===== src/bb3_pkg.sv =====
// Shared constants, command/status types and the reciprocal table for the 3x3 box blur.
package bb3_pkg;

  // Frame limits and field widths
  localparam int MaxWidth  = 1024;
  localparam int MaxHeight = 1024;
  localparam int DimW      = 11;
  localparam int ColW      = $clog2(MaxWidth);
  localparam int RowW      = $clog2(MaxHeight);
  localparam int IrowW     = RowW + 1;          // input row runs a little past the frame
  localparam int IpW       = ColW + RowW + 1;   // input steps, frame plus flush shifts
  localparam int OpW       = ColW + RowW;
  localparam int ChW       = 8;
  localparam int PixW      = 3 * ChW;

  // Averaging arithmetic
  localparam int SumW      = 12;                // 9 * 255
  localparam int NW        = 4;                 // 1..9 neighbors
  localparam int XW        = SumW + 1;          // 2*sum + n
  localparam int RecipK    = 20;
  localparam int RecipW    = 20;
  localparam int ProdW     = XW + RecipW;

  // Configuration registers
  localparam int CfgIdxW = 1;
  localparam logic [CfgIdxW-1:0] CfgImageWidth  = 1'b0;
  localparam logic [CfgIdxW-1:0] CfgImageHeight = 1'b1;
  localparam logic [DimW-1:0] WidthReset  = DimW'(640);
  localparam logic [DimW-1:0] HeightReset = DimW'(480);

  typedef struct packed {
    logic capture;   // input beat accepted, latch pixel
    logic shift;     // one window shift and line store update
    logic zero_pix;  // shift in a zero pixel (flush)
    logic sum;       // register neighborhood sums
    logic load;      // divide and load the output register
  } bb3_cmd_t;

  typedef struct packed {
    logic in_done;    // whole frame has arrived
    logic emit_due;   // next pixel shift completes an output window
    logic need_shift; // flush must shift once more before emitting
    logic out_free;   // output register can take a result
  } bb3_status_t;

  // ceil(2^RecipK / (2n)); exact quotient for all 2*sum+n below 2^XW
  function automatic logic [RecipW-1:0] recip(input logic [NW-1:0] n);
    logic [RecipW-1:0] r;
    case (n)
      4'd1:    r = RecipW'(524288);
      4'd2:    r = RecipW'(262144);
      4'd3:    r = RecipW'(174763);
      4'd4:    r = RecipW'(131072);
      4'd5:    r = RecipW'(104858);
      4'd6:    r = RecipW'(87382);
      4'd7:    r = RecipW'(74899);
      4'd8:    r = RecipW'(65536);
      4'd9:    r = RecipW'(58255);
      default: r = RecipW'(524288);
    endcase
    return r;
  endfunction

endpackage


===== src/bb3_ctrl.sv =====
// Sequencer for the 3x3 box blur: accepts beats and steps the datapath.
module bb3_ctrl (
  input  logic                 clk_i,
  input  logic                 rst_ni,
  input  logic                 in_valid_i,
  input  logic                 opcode_i,
  output logic                 in_stall_o,
  input  bb3_pkg::bb3_status_t status_i,
  output bb3_pkg::bb3_cmd_t    cmd_o
);
  import bb3_pkg::*;

  typedef enum logic [2:0] {
    ST_IDLE,
    ST_READ,
    ST_SHIFT,
    ST_CHECK,
    ST_SUM,
    ST_DIV
  } state_e;

  state_e state_q, state_d;
  logic   emit_q, emit_d;
  logic   flush_q, flush_d;
  logic   accept;

  assign in_stall_o = (state_q != ST_IDLE);
  assign accept     = in_valid_i && (state_q == ST_IDLE);

  // Commands to the datapath
  always_comb begin
    cmd_o          = '0;
    cmd_o.capture  = accept;
    cmd_o.shift    = (state_q == ST_SHIFT);
    cmd_o.zero_pix = flush_q;
    cmd_o.sum      = (state_q == ST_SUM);
    cmd_o.load     = (state_q == ST_DIV) && status_i.out_free;
  end

  // Next state
  always_comb begin
    state_d = state_q;
    emit_d  = emit_q;
    flush_d = flush_q;
    case (state_q)
      ST_IDLE: begin
        if (accept) begin
          if (status_i.in_done) begin
            // frame complete: any beat acts as a flush
            flush_d = 1'b1;
            state_d = ST_CHECK;
          end else if (opcode_i == 1'b0) begin
            flush_d = 1'b0;
            emit_d  = status_i.emit_due;
            state_d = ST_READ;
          end
        end
      end
      ST_READ:  state_d = ST_SHIFT;
      ST_SHIFT: begin
        if (flush_q)     state_d = ST_CHECK;
        else if (emit_q) state_d = ST_SUM;
        else             state_d = ST_IDLE;
      end
      ST_CHECK: state_d = status_i.need_shift ? ST_READ : ST_SUM;
      ST_SUM:   state_d = ST_DIV;
      ST_DIV: begin
        if (status_i.out_free) state_d = ST_IDLE;
      end
      default:  state_d = ST_IDLE;
    endcase
  end

  always_ff @(posedge clk_i or negedge rst_ni) begin
    if (!rst_ni) begin
      state_q <= ST_IDLE;
      emit_q  <= 1'b0;
      flush_q <= 1'b0;
    end else begin
      state_q <= state_d;
      emit_q  <= emit_d;
      flush_q <= flush_d;
    end
  end

endmodule


===== config.mk =====
export PLATFORM = sky130hd
export DESIGN_NAME = bb3_ctrl
export DESIGN_NICKNAME = d
export VERILOG_FILES = /design/src/bb3_pkg.sv /design/src/bb3_ctrl.sv
export SDC_FILE = /design/constraint.sdc
export NUM_CORES = 1
export LEC_CHECK = 0
export BUFFER_PORTS_ARGS = -buffer_cell sky130_fd_sc_hd__clkbuf_2
export CAP_MARGIN = 20
export CORE_AREA = 2 2 39 41
export CTS_CLUSTER_SIZE = 25
export DETAILED_ROUTE_END_ITERATION = 12
export DIE_AREA = 0 0 41 43
export PLACE_DENSITY_LB_ADDON = 0.15
export SETUP_SLACK_MARGIN = 0.1
export SYNTH_ARGS = -nofsm -noshare
export SYNTH_HDL_FRONTEND = slang
export SYNTH_SLANG_ARGS = --single-unit

===== constraint.sdc =====
create_clock -name clk_i -period 3.3 [get_ports clk_i]
set_clock_uncertainty 0.1 [all_clocks]
set_input_delay 0.495 -clock clk_i [delete_from_list [all_inputs] [get_ports clk_i]]
set_output_delay 0.495 -clock clk_i [all_outputs]
set_load 0.01 [all_outputs]

After elaboration in Yosys (flattened, before gate mapping)
Cells that the tools add are included.
- eq/ne operators: 9
- muxes and demuxes: 10
- bitwise logic cells: 2
- reductions and logical operators: 7
- operators by type and width (kind ; count):
    2-to-1 mux 3 bit ; 7
    one-hot mux 3 bit (6 select lines) ; 1
    equality test 3 x 2 -> 1 bit (second input constant) ; 2
    equality test 3 bit (second input constant) ; 2
    AND reduction 3 bit ; 2
    inequality test 2 bit (second input constant) ; 2
    AND reduction 4 bit ; 1
    equality test 3 x 1 -> 1 bit (second input constant) ; 1
    logical NOT 3 bit ; 1
    inequality test 3 bit (second input constant) ; 1
    nonzero test 3 bit ; 1
    logical AND 1 bit ; 2
    2-to-1 mux 1 bit ; 2
    inequality test 2 x 1 -> 1 bit (second input constant) ; 1
    NOT 1 bit ; 2
- flip-flop bits (word level): 5
- bits of input ports: 8
- logic and storage cells: 31

Depth between registers and ports, before layout
Gate-level depths: netlist of run 1.
- depth in word-level cells: 4
- gate-level depth with buffers: 4

Worst setup path after synthesis of run 1
OpenSTA, ideal clock, no wires.
- path kind: reg2out
- start: register state_q[1]
- end: output port cmd_o[4] (netlist name)
- arrival time: 0.887 ns
- data required time: 2.705 ns
- slack: 1.818 ns
- cell stages (with the launch flop): 5
- buffers on the path: 1
- path through: dfrtp_1 > nor3_2 > nand2_1 > inv_1 > buf_4
- word-level cells in the longest chain between the ends: 2
- ends and longest elaborated chain (item ; line ; source):
    start: declaration ; bb3_ctrl.sv:22 ; state_e state_q, state_d;
    start signal: assignment ; bb3_ctrl.sv:80 ; state_q <= state_d;
    logical NOT 3 bit ; bb3_ctrl.sv:28 ; assign accept = in_valid_i && (state_q == ST_IDLE);
    logical AND 1 bit ; bb3_ctrl.sv:28 ;
    end: declaration ; bb3_ctrl.sv:9 ; output bb3_pkg::bb3_cmd_t cmd_o
Every way passes these cells.

==> summary.md, run 1 <==
| Metric | Value |
|---|---|
| Run status | `finished clean` |
| Vias in the first global route | `301` |
| Total congestion overflow after global routing | `0` |
| Portion of synthesized cell area occupied by the leading cell type | `37.0%` |
| PortBufs | `13` |
| Net count after synthesis | `46` |
| CP Class | `flip-flop to output port` |
| Post-route clock period utilization | `57.4%` |
| Number of warning messages in the yosys log | `0` |
| Detailed Route WL | `663 microns` |
| Dominant combinational cell family by area after synthesis | `simple AND/OR/NAND/NOR gates` |
| Total clock sinks | `5` |
| Number of maximum-capacitance constraint violations | `0` |
| DR DRC count | `0` |
| Number of nets with antenna violations after detailed routing | `0` |
| Post-layout min period | `1.89 ns` |
| Initial antenna violation count | `0` |
| Share of cells above drive strength 1 | `41.5%` |
| Signed area change from the synthesized netlist to the final layout | `30.0%` |
| Unrepaired setup endpoints after global routing | `no` |
| Number of synthesized register bits | `5` |
| CTS clk-pin slew, worst paths | `0.04 ns` |
| Routed len/inst | `9.61 microns` |
| Clock latency on the worst-skew pair | `0.23 ns` |
| Total length of routed met2 wires | `338 microns` |
| Maximum frequency from static timing analysis | `528 MHz` |
| Worst rel slew slack | `77.6%` |
| Top cells by area, synth | `dfrtp_1 (37%), nor3_2 (5.9%), nand2b_1 (5.6%)` |
| Biggest area consumer among synthesized cells | `dfrtp_1` |
| CTS tree | `built` |
| Total leakage power | `0.215 nW` |
| Global-route wire length before repair | `1150 microns` |
| Number of library cell types mapped by synthesis | `21` |
| Width of the die | `41 microns` |
| Post-synthesis instance area | `338 sq um` |
| Vertical die dimension | `43 microns` |
| Post-synthesis share of cell area spent on xor and xnor gates | `0%` |
| CP peak stage delay | `0.49 ns` |
| Via/cell ratio | `4.42` |
| Worst-path fanout max | `12` |
| Combined global-route utilization of all metal layers | `9.61%` |
| FF+latch area | `125 sq um` |
| Diode count | `0` |
| Vias after detailed routing | `305` |
| Final hold slack | `0.372 ns` |
| Depth of the CTS H-tree | `1` |
| Max Transition Viols Final | `0` |
| Placeable core region | `0.00138 sq mm` |
| Met3 Routed Length | `33 microns` |
| Multiplexer area fraction after synthesis | `3.33%` |
| Slowest stage cell on the critical path | `dfrtp_1` |
| Highest Signal Layer | `met3` |
| Number of CTS-inserted buffers | `3` |
| Final-layout fill cell count | `165` |
| Final hold violations | `0` |
| DRT iter0 DRCs | `1` |
| Startpoint type of the worst setup path | `flip-flop` |
| Area enclosed by the die boundary | `0.00176 sq mm` |
| Area fraction in compound gates after synthesis | `19.6%` |
| Share of synthesized cell area in full adder, half adder and majority cells | `0%` |
| Iteration count of the initial detailed-routing pass | `2` |
| Pwr Density | `850 mW/mm^2` |
| Critical Path Sink Type | `output port` |
| Kind of path behind the tightest hold check | `input port to flip-flop` |
| Critical path data required time | `2.70 ns` |
| Fin Setup TNS | `0 ns` |
| Std cell rows | `14` |
| Share of synthesized cell area in and, or, nand and nor gates | `30.7%` |
| Number of placed I/O pins | `14` |
| Final Wtd Congestion | `0.619` |
| Combined area of the multi-input logic cells | `181 sq um` |
| Mapped Cells | `38` |
| Starting utilization of the core area | `24.4%` |
| Tightest Pin Transition | `0.337 ns` |
| Max clock buf depth | `2` |
| Worst-case vdd ir drop | `260 uV` |
| Met1 Wirelength | `291 microns` |
| Net count, final | `62` |
| Critical-path cell list | `nor3_2, nand2_1, inv_1, clkbuf_2` |
| Buffer cell driving the clock tree root | `clkbuf_4` |
| Share of synthesized area occupied by flip-flops and latches | `37.0%` |
| Pin count of the biggest net entering global routing | `13` |
| Syn_area_per_cell | `8.89 sq um` |
| Data arrival at the endpoint of the critical path | `1.30 ns` |
| Final setup viols | `0` |
==> what timing repair did <==
action                     CTS  global route
hold buffers                 1             0
setup endpoints to repair    0             0
buffers inserted             0             0
resized for setup            0             0
hold endpoints to repair     5             0
==> cell usage after synthesis <==
library cell  number
a21oi_1            2
a31oi_1            2
and2b_2            2
and3_1             1
buf_2              1
buf_4              2
dfrtp_1            5
inv_1              3
mux2_2             1
nand2_1            4
nand2b_1           3
nor2_1             2
nor2b_1            1
nor3_1             1
nor3_2             2
nor3b_1            1
o21a_1             1
o221ai_1           1
o22a_2             1
o2bb2ai_1          1
o32ai_1            1
==> placed cells by master, fill, tap and decap left out, types with 2 or more instances in the layout <==
cell type  instances
a21oi_1            2
a31oi_1            2
and2b_2            2
clkbuf_2          13
clkbuf_4           3
dfrtp_1            5
inv_1              3
nand2_1            4
nand2b_1           3
nor2_1             2
nor3_2             2
==> critical path: cells and delay by family (launching register included) <==
| kind | cells | cell delay, ns |
|---|---|---|
| DFF | 1 | 0.49 |
| buffers and inverters | 2 | 0.21 |
| and+or+nand+nor | 2 | 0.37 |
==> kinds of logic after synthesis <==
| kind of cell | after synthesis |
|---|---|
| AO/OA/AOI/OAI | 9 |
| buffers and inverters | 6 |
| flip-flops | 5 |
| multiplexers | 1 |
| AND/OR/NAND/NOR | 17 |
==> metrics by stage <==
step	utilization, %	setup slack, ns	total power, mW	area (sq um)	cells
after floorplan	-	1.82	0.268	338	38
after global placement	29.1	1.66	0.315	403	64
after detailed placement	29.1	1.65	0.309	403	64
after CTS	31.7	1.38	0.382	439	69
after global routing	31.7	1.29	0.413	439	69
final	31.7	1.41	0.373	439	69
==> report_power, final <==
part / internal (mW) / switching [mW]
combinational: 0.0867 / 0.0815
sequential: 0.0906 / 0.0468
clock: 0.0455 / 0.0222
==> state kept, by name (all words and copies together) (netlist names) <==
name and flops:
emit_q 1, flush_q 1, state_q 3
==> area by class of cell <==
| class | instances | share of cell area [%] |
|---|---|---|
| Multi-Input combinational cell | 27 | 41.3 |
| Timing Repair Buffer | 14 | 17.1 |
| Sequential cell | 5 | 28.5 |
| Inverter | 3 | 2.56 |
| Clock buffer | 4 | 5.98 |
| Tap cell | 16 | 4.56 |
==> routing by layer <==
metal | vias to the layer above | track usage [%]
met5 | - | 0
met3 | 0 | 1.57
met4 | 0 | 6.00
li1 | 164 | -
met1 | 136 | 12.8
met2 | 5 | 13.8
==> final timing paths <==
path	end	cells after the start	slack [ns]	start
min in group asynchronous	state_q[2]$_DFFE_PN0P_	2	0.50	rst_ni
max in group asynchronous	emit_q$_DFFE_PN0P_	2	2.47	rst_ni
max	cmd_o[4]	4	1.41	state_q[0]$_DFFE_PN0P_
min	state_q[0]$_DFFE_PN0P_	2	0.37	status_i[0]
min reg2reg	emit_q$_DFFE_PN0P_	1	0.42	emit_q$_DFFE_PN0P_
max reg2reg	emit_q$_DFFE_PN0P_	4	1.76	state_q[0]$_DFFE_PN0P_
Note: power is estimated with default switching activity, not from simulation.
==> run 2: changes to the inputs <==
ABC_AREA = 1   (was not set)
clock period = 1.85 ns   (was 3.3 ns; I/O delays follow)
==> run 2 against run 1 <==
Net effect:
- worst setup slack worse by 1.2 ns
- count of clock-buffer cells in the layout stayed put
- hold slack got worse by 0.19 ns
- core utilization grew 1.3 points
- via count up 14%
- cell count increased by 13%
- die area is the same
- non-clock buffer count unchanged
- wire length rose by 12%
- sequential cell count is the same
- cell area increased by 4.0%
- critical path type unchanged
- largest cell class unchanged
- highest routed layer unchanged
==> summary.md, run 2 <==
| Metric | Value |
|---|---|
| Run status | `finished clean` |
| Pin count of the biggest net entering global routing | `9` |
| Number of maximum-capacitance constraint violations | `0` |
| Number of warning messages in the yosys log | `0` |
| Hold buffers post-CTS | `1` |
| Width of the die | `41 microns` |
| Maximum frequency from static timing analysis | `626 MHz` |
| Share of synthesized area occupied by flip-flops and latches | `34.6%` |
| Combined global-route utilization of all metal layers | `10.3%` |
| Iteration count of the initial detailed-routing pass | `4` |
| Clock latency on the worst-skew pair | `0.24 ns` |
| Number of gates on the worst path with buffers counted | `4` |
| Diode count | `0` |
| Mapped Cells | `47` |
| Critical-path cell list | `nor2_4, nand3_2, inv_2, clkbuf_2` |
| Met3 layer usage reported by global route | `6.28%` |
| Registers with the highest flip-flop counts | `state_q x3, emit_q x1, flush_q x1` |
| Worst-case vdd ir drop | `630 uV` |
| Leading cell types by count after synthesis | `inv_1 (6), dfrtp_1 (5), nand2_1 (5), nand4_1 (5)` |
| Share of cells above drive strength 1 | `40.3%` |
| Met2 track utilization from global routing | `16.9%` |
| Kind of path behind the tightest hold check | `input port to flip-flop` |
| EDFF count, synth | `0` |
| Vias after detailed routing | `348` |
| Worst rel slew slack | `80.3%` |
| Vertical die dimension | `43 microns` |
| Most Used Layer, Global Route | `met2` |
| Number of cells on the worst reg-to-reg path | `4` |
| Net count after synthesis | `55` |
| Post-DP HPWL | `648 microns` |
| Post-route clock period utilization | `86.4%` |
| Post-layout min period | `1.60 ns` |
| Detailed Route WL | `744 microns` |
| Unrepaired setup endpoints after global routing | `no` |
| Initial antenna violation count | `0` |
| Grt met1 use | `10.8%` |
| Slowest stage cell on the critical path | `dfrtp_1` |
| Synth Flop Type | `dfrtp_1` |
| Net switching power | `290 uW` |
| Number of library cell types mapped by synthesis | `18` |
| Overall power after layout | `663 uW` |
| Number of placed I/O pins | `14` |
| Total clock sinks | `5` |
| CTS tree | `built` |
| Area enclosed by the die boundary | `0.00176 sq mm` |
| Number of setup buffers added after CTS | `0` |
| Sequential group share of total power | `35.4%` |
| Number of synthesized register bits | `5` |
| Std cell rows | `14` |
| Top cells by area, synth | `dfrtp_1 (35%), nand4_1 (8.7%), inv_1 (6.2%)` |
| Leading cell type by number of instances after synthesis | `inv_1` |
| Area after detailed placement | `420 sq um` |
| Data arrival at the endpoint of the critical path | `1.22 ns` |
| Final Wtd Congestion | `0.702` |
| Pwr Density | `1450 mW/mm^2` |
| Post-synthesis instance area | `362 sq um` |
| Portion of synthesized cell area occupied by the leading cell type | `34.6%` |
| Net count, final | `71` |
| CTS clk-pin slew, worst paths | `0.04 ns` |
| Worst-path fanout max | `8` |
| Clk network pwr share | `18.7%` |
| Placeable core region | `0.00138 sq mm` |
| Buffer cell driving the clock tree root | `clkbuf_4` |
| Depth of the CTS H-tree | `1` |
| Most common cell after layout, fill and taps aside | `clkbuf_2` |
| Tightest Pin Transition | `0.295 ns` |
| Internal Dissipation | `373 uW` |
| Share of the core filled with cells in the final layout | `33.0%` |
| Critical path buffers and inverters | `2` |
| Number of resized instances in the post-cts repair step | `0` |
| Starting utilization of the core area | `26.1%` |
| CP Class | `flip-flop to output port` |
| Signed area change from the synthesized netlist to the final layout | `26.3%` |
| CP peak stage delay | `0.47 ns` |
| Critical path data required time | `1.47 ns` |
| Fraction of synthesis flops using an asynchronous set or reset pin | `100%` |
| Instance count along the most critical hold path | `3` |
| PortBufs | `13` |
| DRT iter0 DRCs | `5` |
| Vias in the first global route | `313` |
| Number of CTS-inserted buffers | `3` |
| Via/cell ratio | `4.46` |
| Leading cell types in the layout, fill and taps excluded | `clkbuf_2 (13), inv_1 (6), nand2_1 (5), nand4_1 (5), dfrtp_1 (5)` |
| Total congestion overflow after global routing | `0` |
| Fin Setup TNS | `0 ns` |
| Max Transition Viols Final | `0` |
| Total leakage power | `0.250 nW` |
| Syn_area_per_cell | `7.69 sq um` |
| Max clock buf depth | `2` |
| Final setup viols | `0` |
| Biggest area consumer among synthesized cells | `dfrtp_1` |
| Sw frac | `43.8%` |
| Logic pwr share | `45.9%` |
| Final hold violations | `0` |
| DR DRC count | `0` |
| Dominant delay contributor by cell family on the critical path | `flip-flops` |
| Number of nets with antenna violations after detailed routing | `0` |
| Critical Path Sink Type | `output port` |
| Routed len/inst | `9.54 microns` |
| Register containing the most flip-flops in the final layout | `state_q` |
| Startpoint type of the worst setup path | `flip-flop` |
| Final instance area | `457 sq um` |
| Flip-flop count of the largest register after layout | `3` |
| Global-route wire length before repair | `1210 microns` |
[run 2: changes by cell type after synthesis, moves of 3 or more]
cell	change
inv_1	+3
inv_2	+4
nand2b_1	-3
nand4_1	+5
o21ai_1	+4
[run 2: final cells by class]
type / count / area [sq um]
Clock buffer: 4 / 26.3
Fill cell: 155 / 927
Inverter: 10 / 37.5
Multi-Input combinational cell: 29 / 173
Sequential cell: 5 / 125
Tap cell: 16 / 20.0
Timing Repair Buffer: 14 / 75.1
[run 2: per-stage QoR]
stage | hold slack, ns | setup WS [ns] | std cells
floorplan | -0.118 | 0.584 | 47
finish | 0.183 | 0.252 | 78
global placement | -0.00121 | 0.517 | 73
global route | 0.178 | 0.159 | 78
detailed placement | -0.000491 | 0.505 | 73
CTS | 0.178 | 0.236 | 78
[run 2: cell families (layout without fill, tap and decap cells)]
group	Yosys count	count (layout)	synth area share, %
AOI/OAI and AO/OA	7	7	10.4
buffers and inverters	13	28	17.6
DFF	5	5	34.6
and+or+nand+nor	22	22	37.4
[run 2: metal layers]
metal,vias to the layer above,part of all wire [%]
met5,-,0
met4,0,0
met3,0,7.5
met2,14,48
met1,146,44
li1,188,-
[run 2: final timing paths]
check,startpoint,endpoint,slack [ns]
max reg2reg,state_q[0]$_DFFE_PN0P_,flush_q$_DFFE_PN0P_,0.64
min in group asynchronous,rst_ni,state_q[2]$_DFFE_PN0P_,0.29
min reg2reg,emit_q$_DFFE_PN0P_,emit_q$_DFFE_PN0P_,0.39
max,state_q[0]$_DFFE_PN0P_,cmd_o[4],0.25
min,status_i[2],emit_q$_DFFE_PN0P_,0.18
max in group asynchronous,rst_ni,emit_q$_DFFE_PN0P_,1.22
[run 2: power groups by stage]
stage / Clock, mW / Sequential (mW) / Combinational (mW)
final: 0.124 / 0.235 / 0.305
after global routing: 0.140 / 0.244 / 0.347
after CTS: 0.129 / 0.236 / 0.314
after detailed placement: 0 / 0.237 / 0.310
after global placement: 0 / 0.236 / 0.315
after floorplan: 0 / 0.202 / 0.288
[run 2: worst min-delay path, delay by kind of cell]
| family | cells | cell delay [ns] |
|---|---|---|
| buffers and inverters | 1 | 0.08 |
| AND/OR/NAND/NOR | 2 | 0.11 |
==> run 3: changes to the inputs <==
clock period = 1.5 ns   (was 1.85 ns; I/O delays follow)
==> run 3 against run 2 <==
Net effect:
- sequential cell count unchanged
- clock power up 25%
- combinational power is 85% higher
- die area did not move
- critical path depth did not move
- hold slack got worse by 0.056 ns
- global-route usage rose by 2.5 points
- first-iteration DRC count increased to 2.6 times the previous value
- core utilization grew 5.9 points
- power up 51%
- count of clock-buffer cells in the layout stayed put
- critical endpoint unchanged
- largest cell class unchanged
- largest power group unchanged
==> summary.md, run 3 (same netlist as run 2, synthesis figures left out) <==
| Metric | Value |
|---|---|
| Run status | `finished clean` |
| Total congestion overflow after global routing | `0` |
| Post-Place Setup Slack | `0.210 ns` |
| Number of cells on the worst reg-to-reg path | `6` |
| Vias after detailed routing | `397` |
| Clock latency on the worst-skew pair | `0.24 ns` |
| Unrepaired setup endpoints after global routing | `yes` |
| Instance count along the most critical hold path | `3` |
| Area after detailed placement | `420 sq um` |
| Starting utilization of the core area | `26.1%` |
| Max clock buf depth | `2` |
| Width of the die | `41 microns` |
| Register containing the most flip-flops in the final layout | `state_q` |
| CP Class | `flip-flop to output port` |
| Signed area change from the synthesized netlist to the final layout | `48.8%` |
| Final hold slack | `0.127 ns` |
| Destination of the worst hold path | `emit_q$_DFFE_PN0P_` |
| Std cell rows | `14` |
| Total clock sinks | `5` |
| Worst reg2reg startpoint | `state_q[0]$_DFFE_PN0P_` |
| Flip-flop count of the largest register after layout | `3` |
| Initial antenna violation count | `0` |
| Most common cell after layout, fill and taps aside | `clkbuf_2` |
| CTS clk-pin slew, worst paths | `0.04 ns` |
| Via/cell ratio | `4.62` |
| Placeable core region | `0.00138 sq mm` |
| Depth of the CTS H-tree | `1` |
| Share of the core filled with cells in the final layout | `38.9%` |
| Final setup viols | `0` |
| Slack of the critical path | `0.0612 ns` |
| Data arrival at the endpoint of the critical path | `1.11 ns` |
| Area enclosed by the die boundary | `0.00176 sq mm` |
| Post-DP HPWL | `643 microns` |
| Maximum frequency from static timing analysis | `695 MHz` |
| CTS tree | `built` |
| Kind of path behind the tightest hold check | `input port to flip-flop` |
| Diode count | `0` |
| Vias in the first global route | `384` |
| Pwr Density | `1860 mW/mm^2` |
| Number of nets with antenna violations after detailed routing | `0` |
| Iteration count of the initial detailed-routing pass | `5` |
| Pin count of the biggest net entering global routing | `7` |
| Post-route clock period utilization | `95.9%` |
| Final-layout fill cell count | `153` |
| Min-Delay Startpoint | `status_i[2]` |
| Global-route wire length before repair | `1420 microns` |
| Leading cell types in the layout, fill and taps excluded | `clkbuf_2 (9), buf_4 (8), inv_1 (6), nand4_1 (5)` |
| Final hold violations | `0` |
| End of the worst register-to-register path | `flush_q$_DFFE_PN0P_` |
| Critical path data required time | `1.17 ns` |
| Final Wtd Congestion | `0.702` |
| Combined global-route utilization of all metal layers | `12.8%` |
| Startpoint type of the worst setup path | `flip-flop` |
| Worst rel slew slack | `85.9%` |
| Combined area of the multi-input logic cells | `179 sq um` |
| Net count, final | `79` |
| DRT iter0 DRCs | `13` |
| DR DRC count | `0` |
| Registers with the highest flip-flop counts | `state_q x3, emit_q x1, flush_q x1` |
| Total leakage power | `0.292 nW` |
| Share of cells above drive strength 1 | `52.9%` |
| Post-layout min period | `1.44 ns` |
| Max Transition Viols Final | `0` |
| Tightest Pin Transition | `0.211 ns` |
| Worst-case vdd ir drop | `858 uV` |
| Worst-path fanout max | `5` |
| Flop-to-flop setup slack | `0.14 ns` |
| Number of maximum-capacitance constraint violations | `0` |
| Number of placed I/O pins | `14` |
| FF+latch area | `128 sq um` |
| PortBufs | `13` |
| Buffer cell driving the clock tree root | `clkbuf_4` |
| Detailed Route WL | `878 microns` |
| Vertical die dimension | `43 microns` |
| Routed len/inst | `10.2 microns` |
| Number of CTS-inserted buffers | `3` |
| Critical Path Sink Type | `output port` |
| Final instance area | `538 sq um` |
## run 3: stage by stage
stage,instances,power [mW],setup TNS (ns)
after global placement,73,0.681,0
final,86,1.00,0
after CTS,84,0.942,0
after global routing,86,1.09,-0.0132
after floorplan,47,0.605,0
after detailed placement,73,0.674,0
## run 3: how the worst max path moves through the flow
| stage | start | to | slack (ns) | cells past startpoint |
|---|---|---|---|---|
| 2_1_floorplan | state_q[0]$_DFFE_PN0P_ | cmd_o[4] | 0.29 | 5 |
| 3_3_place_gp | state_q[0]$_DFFE_PN0P_ | cmd_o[4] | 0.22 | 4 |
| 3_5_place_dp | state_q[0]$_DFFE_PN0P_ | cmd_o[4] | 0.21 | 4 |
| 4_1_cts | state_q[1]$_DFFE_PN0P_ | cmd_o[4] | 0.06 | 4 |
| 5_1_grt | state_q[0]$_DFFE_PN0P_ | cmd_o[4] | -0.01 | 4 |
| 6_report | state_q[0]$_DFFE_PN0P_ | cmd_o[4] | 0.06 | 4 |
## run 3: layout make-up
| type | instances | share of cell area, % |
|---|---|---|
| Clock buffer | 4 | 4.88 |
| Inverter | 10 | 6.98 |
| Tap cell | 16 | 3.72 |
| Multi-Input combinational cell | 29 | 33.3 |
| Sequential cell | 5 | 23.7 |
| Timing Repair Buffer | 22 | 27.4 |
## run 3: repair_timing
action / CTS / global route
endpoints found under the hold margin: 5 / 0
hold buffers: 1 / 0
pin swaps: 2 / 2
buffers inserted: 6 / 2
gates cloned: 0 / 0
resized for setup: 2 / 8
endpoints found under the setup margin: 5 / 5
## run 3: power breakdown
part,total (mW),switching (mW),internal [mW]
Combinational,0.563,0.271,0.292
Sequential,0.284,0.0796,0.204
Clock,0.155,0.0547,0.101
Total,1.00,0.405,0.597
## run 3: layer usage
layer  up-vias  global-route usage [%]  share of wire [%]
met5         -                       0                  0
met4         0                    12.7                2.2
met3         2                    6.28                9.6
met2        21                    18.8                 49
met1       172                    11.8                 39
li1        202                       -                  -
## run 3: critical path, cell delays in order, from the launching register on
cell and delay (ns):
dfrtp_2 0.44, nor2_4 0.17, nand3_2 0.09, inv_2 0.07
buf_6 0.09
